**src/hw/rtl/tdtq_pkg.sv**
```systemverilog
package tdtq_pkg;

  localparam int CoordBits  = 16;
  localparam int TimeBits   = 32;
  localparam int GapBits    = 16;
  localparam int DistBits   = 17;
  localparam int CfgIdxBits = 2;
  localparam int CfgDataBits = 17;

  localparam logic [GapBits-1:0]  GapReset     = GapBits'(300);
  localparam logic [DistBits-1:0] DistReset    = DistBits'(64);
  localparam logic [GapBits-1:0]  TapMaxReset  = GapBits'(250);
  localparam logic [DistBits-1:0] MoveLimReset = DistBits'(8);

  typedef logic signed [CoordBits-1:0] coord_t;
  typedef logic [TimeBits-1:0]         stamp_t;
  typedef logic [CoordBits:0]          absd_t;
  typedef logic [CoordBits+1:0]        manh_t;

  typedef enum logic [1:0] {
    REQ_PRESS   = 2'd0,
    REQ_MOVE    = 2'd1,
    REQ_RELEASE = 2'd2,
    REQ_GESTURE = 2'd3
  } req_type_t;

  typedef enum logic [1:0] {
    ACT_FORWARD    = 2'd0,
    ACT_FIT_WINDOW = 2'd1,
    ACT_SWALLOWED  = 2'd2,
    ACT_GESTURE    = 2'd3
  } action_t;

  typedef enum logic [CfgIdxBits-1:0] {
    CFG_DOUBLE_TAP_GAP_MS   = 2'd0,
    CFG_DOUBLE_TAP_DISTANCE = 2'd1,
    CFG_TAP_MAX_MS          = 2'd2,
    CFG_TAP_MOVE_LIMIT      = 2'd3
  } cfg_index_t;

  typedef struct packed {
    logic [GapBits-1:0]  double_tap_gap_ms;
    logic [DistBits-1:0] double_tap_distance;
    logic [GapBits-1:0]  tap_max_ms;
    logic [DistBits-1:0] tap_move_limit;
  } cfg_t;

  typedef struct packed {
    logic [1:0] req_type;
    logic       primary_button;
    coord_t     pos_x;
    coord_t     pos_y;
    stamp_t     time_ms;
  } item_t;

  typedef struct packed {
    action_t action;
    logic    tap_recorded;
  } result_t;

  typedef struct packed {
    logic   swallowing;
    logic   tap_candidate;
    logic   gesture_seen;
    logic   press_valid;
    coord_t press_x;
    coord_t press_y;
    stamp_t press_time;
    logic   tap_valid;
    coord_t last_tap_x;
    coord_t last_tap_y;
    stamp_t last_tap_time;
  } tap_state_t;

  function automatic absd_t abs_diff(coord_t a, coord_t b);
    logic signed [CoordBits:0] d;
    d = {a[CoordBits-1], a} - {b[CoordBits-1], b};
    return d[CoordBits] ? absd_t'(-d) : absd_t'(d);
  endfunction

  function automatic manh_t manhattan(coord_t ax, coord_t ay, coord_t bx, coord_t by);
    return manh_t'(abs_diff(ax, bx)) + manh_t'(abs_diff(ay, by));
  endfunction

endpackage

```
**src/hw/rtl/tdtq_if.sv**
```systemverilog
interface tdtq_in_if;
  logic                valid;
  logic                ready;
  logic [1:0]          req_type;
  logic                primary_button;
  tdtq_pkg::coord_t    pos_x;
  tdtq_pkg::coord_t    pos_y;
  tdtq_pkg::stamp_t    time_ms;

  modport source (output valid, req_type, primary_button, pos_x, pos_y, time_ms,
                  input ready);
  modport sink   (input valid, req_type, primary_button, pos_x, pos_y, time_ms,
                  output ready);
endinterface

interface tdtq_out_if;
  logic              valid;
  logic              ready;
  tdtq_pkg::action_t action;
  logic              tap_recorded;

  modport source (output valid, action, tap_recorded, input ready);
  modport sink   (input valid, action, tap_recorded, output ready);
endinterface

```
**src/hw/rtl/tdtq_decide.sv**
```systemverilog
module tdtq_decide (
  input  tdtq_pkg::item_t      item,
  input  tdtq_pkg::tap_state_t st,
  input  tdtq_pkg::cfg_t       cfg,
  output tdtq_pkg::tap_state_t st_nxt,
  output tdtq_pkg::result_t    res
);

  tdtq_pkg::manh_t  tap_dist;
  tdtq_pkg::manh_t  move_dist;
  tdtq_pkg::stamp_t since_tap;
  tdtq_pkg::stamp_t since_press;
  logic             dbl_hit;
  logic             moved_far;
  logic             short_press;

  always_comb begin
    tap_dist    = tdtq_pkg::manhattan(item.pos_x, item.pos_y, st.last_tap_x, st.last_tap_y);
    move_dist   = tdtq_pkg::manhattan(item.pos_x, item.pos_y, st.press_x, st.press_y);
    since_tap   = item.time_ms - st.last_tap_time;
    since_press = item.time_ms - st.press_time;
    dbl_hit     = st.tap_valid
                  && (since_tap <= tdtq_pkg::stamp_t'(cfg.double_tap_gap_ms))
                  && (tap_dist <= tdtq_pkg::manh_t'(cfg.double_tap_distance));
    moved_far   = move_dist > tdtq_pkg::manh_t'(cfg.tap_move_limit);
    short_press = since_press <= tdtq_pkg::stamp_t'(cfg.tap_max_ms);
  end

  always_comb begin
    st_nxt           = st;
    res.action       = tdtq_pkg::ACT_FORWARD;
    res.tap_recorded = 1'b0;
    case (item.req_type)
      tdtq_pkg::REQ_PRESS: begin
        if (item.primary_button) begin
          if (dbl_hit) begin
            st_nxt.swallowing = 1'b1;
            st_nxt.tap_valid  = 1'b0;
            res.action        = tdtq_pkg::ACT_FIT_WINDOW;
          end else begin
            st_nxt.press_x       = item.pos_x;
            st_nxt.press_y       = item.pos_y;
            st_nxt.press_time    = item.time_ms;
            st_nxt.press_valid   = 1'b1;
            st_nxt.tap_candidate = 1'b1;
            st_nxt.gesture_seen  = 1'b0;
          end
        end
      end
      tdtq_pkg::REQ_MOVE: begin
        if (st.swallowing) begin
          res.action = tdtq_pkg::ACT_SWALLOWED;
        end else if (st.tap_candidate && moved_far) begin
          st_nxt.tap_candidate = 1'b0;
        end
      end
      tdtq_pkg::REQ_RELEASE: begin
        if (st.swallowing) begin
          st_nxt.swallowing = 1'b0;
          res.action        = tdtq_pkg::ACT_SWALLOWED;
        end else if (item.primary_button) begin
          if (st.tap_candidate && !st.gesture_seen && st.press_valid && short_press) begin
            st_nxt.last_tap_x    = item.pos_x;
            st_nxt.last_tap_y    = item.pos_y;
            st_nxt.last_tap_time = item.time_ms;
            st_nxt.tap_valid     = 1'b1;
            res.tap_recorded     = 1'b1;
          end else begin
            st_nxt.tap_valid = 1'b0;
          end
          st_nxt.tap_candidate = 1'b0;
        end
      end
      default: begin
        st_nxt.gesture_seen = 1'b1;
        res.action          = tdtq_pkg::ACT_GESTURE;
      end
    endcase
  end

endmodule

```
**src/hw/rtl/touch_double_tap_qualifier_unit.sv**
```systemverilog
// Double-tap qualifier for a stream of touch events.
// Touch events (press, move, release, gesture) enter on in_ch with a position and a
// millisecond timestamp; one classification per event leaves on out_ch, in order.
// Users must write thresholds via cfg_we, cfg_index and cfg_data while no event is
// in flight, not enforced by the block; each write takes effect at the next clock edge.
// An event accepted into the input register is classified by a single level of
// subtract and compare logic, and its result is registered in the result register
// as soon as that register is empty or its result is being taken on out_ch.
// One event is taken in every cycle while results are being taken; the limit is
// the tap-state update that each event needs before the next.
// A stall on out_ch holds the result register and the input register; once both
// are full, in_ch accepts no more until the result has been transferred.
// A synchronous reset on rst_n clears the tap state and empties both registers,
// and the thresholds return to 300 ms, 64 pixels, 250 ms and 8 pixels.
module touch_double_tap_qualifier_unit (
  input  logic                                 clk,
  input  logic                                 rst_n,
  tdtq_in_if.sink                              in_ch,
  tdtq_out_if.source                           out_ch,
  input  logic                                 cfg_we,
  input  logic [tdtq_pkg::CfgIdxBits-1:0]      cfg_index,
  input  logic [tdtq_pkg::CfgDataBits-1:0]     cfg_data
);

  tdtq_pkg::cfg_t       cfg_r;
  tdtq_pkg::tap_state_t st_r;
  tdtq_pkg::tap_state_t st_nxt;
  tdtq_pkg::item_t      s1_item_r;
  logic                 s1_valid_r;
  tdtq_pkg::result_t    res_nxt;
  tdtq_pkg::result_t    res_r;
  logic                 out_valid_r;
  logic                 load;

  assign load         = s1_valid_r && (!out_valid_r || out_ch.ready);
  assign in_ch.ready  = !s1_valid_r || load;
  assign out_ch.valid = out_valid_r;
  assign out_ch.action       = res_r.action;
  assign out_ch.tap_recorded = res_r.tap_recorded;

  tdtq_decide u_decide (
    .item   (s1_item_r),
    .st     (st_r),
    .cfg    (cfg_r),
    .st_nxt (st_nxt),
    .res    (res_nxt)
  );

  always_ff @(posedge clk) begin
    if (!rst_n) begin
      cfg_r.double_tap_gap_ms   <= tdtq_pkg::GapReset;
      cfg_r.double_tap_distance <= tdtq_pkg::DistReset;
      cfg_r.tap_max_ms          <= tdtq_pkg::TapMaxReset;
      cfg_r.tap_move_limit      <= tdtq_pkg::MoveLimReset;
    end else if (cfg_we) begin
      case (cfg_index)
        tdtq_pkg::CFG_DOUBLE_TAP_GAP_MS:
          cfg_r.double_tap_gap_ms <= cfg_data[tdtq_pkg::GapBits-1:0];
        tdtq_pkg::CFG_DOUBLE_TAP_DISTANCE:
          cfg_r.double_tap_distance <= cfg_data[tdtq_pkg::DistBits-1:0];
        tdtq_pkg::CFG_TAP_MAX_MS:
          cfg_r.tap_max_ms <= cfg_data[tdtq_pkg::GapBits-1:0];
        tdtq_pkg::CFG_TAP_MOVE_LIMIT:
          cfg_r.tap_move_limit <= cfg_data[tdtq_pkg::DistBits-1:0];
        default: begin
        end
      endcase
    end
  end

  always_ff @(posedge clk) begin
    if (!rst_n) begin
      st_r        <= '0;
      s1_valid_r  <= 1'b0;
      out_valid_r <= 1'b0;
    end else begin
      if (in_ch.valid && in_ch.ready) begin
        s1_valid_r <= 1'b1;
      end else if (load) begin
        s1_valid_r <= 1'b0;
      end
      if (load) begin
        st_r        <= st_nxt;
        out_valid_r <= 1'b1;
      end else if (out_ch.ready) begin
        out_valid_r <= 1'b0;
      end
    end
  end

  always_ff @(posedge clk) begin
    if (in_ch.valid && in_ch.ready) begin
      s1_item_r.req_type       <= in_ch.req_type;
      s1_item_r.primary_button <= in_ch.primary_button;
      s1_item_r.pos_x          <= in_ch.pos_x;
      s1_item_r.pos_y          <= in_ch.pos_y;
      s1_item_r.time_ms        <= in_ch.time_ms;
    end
    if (load) begin
      res_r <= res_nxt;
    end
  end

endmodule

```
**src/flat_wrapper.sv**
```systemverilog
// flat-port wrapper written by rule: the top's interface ports become plain ports
module touch_double_tap_qualifier_unit_flat 
  (clk, rst_n, cfg_we, cfg_index, cfg_data, in_ch_valid, in_ch_req_type, in_ch_primary_button, in_ch_pos_x, in_ch_pos_y, in_ch_time_ms, in_ch_ready, out_ch_valid, out_ch_action, out_ch_tap_recorded, out_ch_ready);
  tdtq_in_if in_ch_i ();
  tdtq_out_if out_ch_i ();
  input  logic clk;
  input  logic rst_n;
  input  logic cfg_we;
  input  logic [tdtq_pkg::CfgIdxBits-1:0] cfg_index;
  input  logic [tdtq_pkg::CfgDataBits-1:0] cfg_data;
  input wire logic [$bits(in_ch_i.valid)-1:0] in_ch_valid;
  input wire logic [$bits(in_ch_i.req_type)-1:0] in_ch_req_type;
  input wire logic [$bits(in_ch_i.primary_button)-1:0] in_ch_primary_button;
  input wire logic [$bits(in_ch_i.pos_x)-1:0] in_ch_pos_x;
  input wire logic [$bits(in_ch_i.pos_y)-1:0] in_ch_pos_y;
  input wire logic [$bits(in_ch_i.time_ms)-1:0] in_ch_time_ms;
  output wire logic [$bits(in_ch_i.ready)-1:0] in_ch_ready;
  output wire logic [$bits(out_ch_i.valid)-1:0] out_ch_valid;
  output wire logic [$bits(out_ch_i.action)-1:0] out_ch_action;
  output wire logic [$bits(out_ch_i.tap_recorded)-1:0] out_ch_tap_recorded;
  input wire logic [$bits(out_ch_i.ready)-1:0] out_ch_ready;
  assign in_ch_i.valid = in_ch_valid;
  assign in_ch_i.req_type = in_ch_req_type;
  assign in_ch_i.primary_button = in_ch_primary_button;
  assign in_ch_i.pos_x = in_ch_pos_x;
  assign in_ch_i.pos_y = in_ch_pos_y;
  assign in_ch_i.time_ms = in_ch_time_ms;
  assign in_ch_ready = in_ch_i.ready;
  assign out_ch_valid = out_ch_i.valid;
  assign out_ch_action = out_ch_i.action;
  assign out_ch_tap_recorded = out_ch_i.tap_recorded;
  assign out_ch_i.ready = out_ch_ready;
  touch_double_tap_qualifier_unit u_core (.clk(clk), .rst_n(rst_n), .in_ch(in_ch_i), .out_ch(out_ch_i), .cfg_we(cfg_we), .cfg_index(cfg_index), .cfg_data(cfg_data));
endmodule
```
**config.mk**
```make
export PLATFORM = sky130hd
export DESIGN_NAME = touch_double_tap_qualifier_unit_flat
export DESIGN_NICKNAME = d
export VERILOG_FILES = /design/src/hw/rtl/tdtq_pkg.sv /design/src/hw/rtl/tdtq_if.sv /design/src/hw/rtl/tdtq_decide.sv /design/src/hw/rtl/touch_double_tap_qualifier_unit.sv /design/src/flat_wrapper.sv
export SDC_FILE = /design/constraint.sdc
export NUM_CORES = 1
export LEC_CHECK = 0
export ABC_CLOCK_PERIOD_IN_PS = 8560
export BUFFER_PORTS_ARGS = -buffer_cell sky130_fd_sc_hd__buf_2
export CORE_ASPECT_RATIO = 0.6
export CORE_UTILIZATION = 50
export CTS_CLUSTER_SIZE = 24
export DETAILED_ROUTE_END_ITERATION = 8
export GPL_ROUTABILITY_DRIVEN = 0
export GPL_TIMING_DRIVEN = 0
export PLACE_DENSITY = 0.69
export SLEW_MARGIN = 10
export SYNTH_ARGS = -nofsm -noshare
export SYNTH_HDL_FRONTEND = slang
export SYNTH_SLANG_ARGS = --single-unit
```
**constraint.sdc**
```tcl
create_clock -name clk -period 8.56 [get_ports clk]
set_clock_uncertainty 0.1 [all_clocks]
set_input_delay 2.568 -clock clk [delete_from_list [all_inputs] [get_ports clk]]
set_output_delay 2.568 -clock clk [all_outputs]
set_load 0.02 [all_outputs]
```
==> impl_metrics.csv <==
group,metric,value,unit
status,status,"finished, final reports clean",
grt,antenna_found_initial,3,
drt,wl_per_cell,18.7,um
synth,ys_ff_latch,271,
cts,worst_skew_pair.late_latency,0.58,ns
power,power,0.00422,W
sta,worst_pin_slew,1.24,ns
cts,htree_levels,1,
drt,dr.pass1.iters,6,
placed_design,dp_hpwl,50800,um
placed_design,portBuffers,93,
power,p_leak,9.18,nW
drt,detail-route-antenna-nets,0,
sta,slew_viol_final,0,
floorplan,die_w,270,um
worst_setup_path,max_stage_delay,0.67,ns
layout,syn_to_final_growth,10.9,%
worst_setup_path,critical_path.slowest_cell,"nor4_1",
worst_setup_path,worstPathRequired,8.91,ns
worst_setup_path,crit_type,"reg2reg",
floorplan,initial_core_util,51.1,%
worst_setup_path,cp_common_cell,"a21oi_1",
sta,tns,0,ns
drt,route.detailed.drc,0,
floorplan,fp.dieH,163,um
worst_setup_path,critPathLaunchType,"register",
layout,nFillCells,3866,
sta,fmaxAchievable,0.121,GHz
floorplan,ios,96,
floorplan,die_area,44100,um^2
synth,synthFlopType,"dfxtp_1",
sta,hold_violations,0,
grt,grt_use_total,28.0,%
synth,ys_warn_count,0,
synth,ys_types,93,
cts,cts-root-buf,"clkbuf_16",
cts,clk_pin_slew,0.06,ns
run,max_cap_violations,0,
sta,min_period,8.27,ns
synth,synth.avg_cell_area,8.17,um^2
cts,cts_tree,"built",
drt,wl,62800,um
sta,min_period_over_period,96.6,%
synth,async_reset_ff_share,0,%
drt,num_vias,19800,
grt,grt_max_degree,37,
layout,post-route-util,56.7,%
floorplan,fp-row-count,58,
grt,grt_pass1_wl,98100,um
power,ir_drop,0.165,mV
grt,overflow,0,
worst_hold_path,hp-class,"reg2reg",
drt,via_per_inst,5.87,
worst_setup_path,path_max_fanout,10,
cts,cts_hold_buf,0,
worst_setup_path,worstSetupEndpointType,"register",
sta,hold_slack,0.357,ns
synth,seq_area_frac_synth,28.4,%
cts,clockBufferDepth,3,
layout,drive_gt1_share,8.09,%
synth,synth-edff-count,70,
synth,syn_area,21600,um^2
worst_setup_path,arrival,8.61,ns
cts,cts_sinks,271,
sta,maxSlewHeadroom,16.5,%
cts,cts_buffers,29,
layout,nets,3106,
grt,grt_pass1_vias,18600,
sta,final-setup-viol-count,0,
synth,synthCells,2643,
power,powerDensity,176,nW/um^2
drt,drtIter0Drc,1871,
synth,syn-num-nets,2976,
floorplan,core_area,42200,um^2
==> critical path: cells and delay by family, from the launching register on <==
family | cells | cell delay (ns)
muxes | 1 | 0.14
xor gates and xnor gates | 2 | 0.34
DFF | 1 | 0.46
buffers and inverters | 3 | 0.66
and+or+nand+nor | 9 | 2.44
adders and majority gates | 3 | 0.99
AOI/OAI and AO/OA | 13 | 2.98
==> logic make-up after synthesis <==
group / synth area share (%)
buf+inv: 6.56
simple gates: 18.6
mux: 6.70
xor+xnor: 6.08
flops: 28.4
fa+ha+maj: 14.3
compound gates: 19.4
==> layer usage <==
metal | GRT usage [%] | wire length (um)
met5 | 0 | 0
met4 | 5.68 | 1270
met3 | 7.70 | 7280
met2 | 38.0 | 23000
met1 | 42.9 | 31300
==> layout by cell type (no fill, tap or decap), types with 56 or more instances in the layout <==
master	Yosys	routed
a21boi_0	59	59
a21o_1	59	59
a21oi_1	147	146
buf_2	7	100
clkbuf_1	55	57
dfxtp_1	201	201
edfxtp_1	70	70
ha_1	234	234
inv_1	273	273
mux2i_1	140	140
nand2_1	413	413
nand3_1	56	56
nor2_1	137	136
o21ai_0	94	89
xnor2_1	98	97
==> final timing paths <==
check                                 startpoint                       endpoint  slack (ns)  cells past startpoint
hold / removal     u_core.st_r[111]$_SDFFE_PN0P_  u_core.st_r[111]$_SDFFE_PN0P_        0.36                      2
setup reg to reg  u_core.s1_item_r[49]$_DFFE_PP_  u_core.st_r[109]$_SDFFE_PN0P_        0.29                     31
hold reg to reg    u_core.st_r[111]$_SDFFE_PN0P_  u_core.st_r[111]$_SDFFE_PN0P_        0.36                      2
setup / recovery  u_core.s1_item_r[49]$_DFFE_PP_  u_core.st_r[109]$_SDFFE_PN0P_        0.29                     31
==> power by group <==
group | internal, W | total [W] | switching, W
logic | 0.000607 | 0.00148 | 0.000868
clock network | 0.000796 | 0.00136 | 0.000561
registers | 0.00135 | 0.00138 | 0.0000320
total | 0.00276 | 0.00422 | 0.00146
==> per-stage QoR <==
step	cells	area (um^2)	worst slack, ns
global route	3365	23900	-0.0444
global placement	3306	22800	-0.133
floorplan	2643	21600	1.48
CTS	3359	23800	0.0643
detailed placement	3307	22800	-0.322
finish	3366	23900	0.294
==> flip-flops by register name, summed over array words and instances, names as in the netlist <==
name and flops:
u_core.cfg_r 66, u_core.out_ch.action 2, u_core.out_ch.tap_recorded 1, u_core.out_ch.valid 1, u_core.s1_item_r 67, u_core.s1_valid_r 1, u_core.st_r 133
==> synthesized netlist by cell type (55+ instances only) <==
cell type,instances,area (um^2)
inv_1,273,1020
clkbuf_1,55,206
nor2_1,137,514
o21ai_0,94,470
xnor2_1,98,858
a21oi_1,147,736
a21o_1,59,443
edfxtp_1,70,2100
nand2_1,413,1550
a21boi_0,59,443
mux2i_1,140,1400
dfxtp_1,201,4020
ha_1,234,2930
nand3_1,56,280
==> final cells by class <==
cell class,count,area [um^2],share of cell area (%)
tap,570,713,2.98
clock buffer,38,821,3.43
inverter,273,1020,4.28
sequential,271,6130,25.6
timing repair buffer,99,523,2.18
antenna,2,5.00,0.0209
buffer,80,398,1.66
multi-input combinational,2019,14100,59.1
clock inverter,14,189,0.789
==> timing repair <==
item,4_1_cts,5_1_grt
gates resized for setup,4,21
endpoints found under the setup margin,66,69
cloned,0,0
buffers inserted,0,5
pin swaps,0,5
No activity file was read; power rests on OpenSTA's default activity.
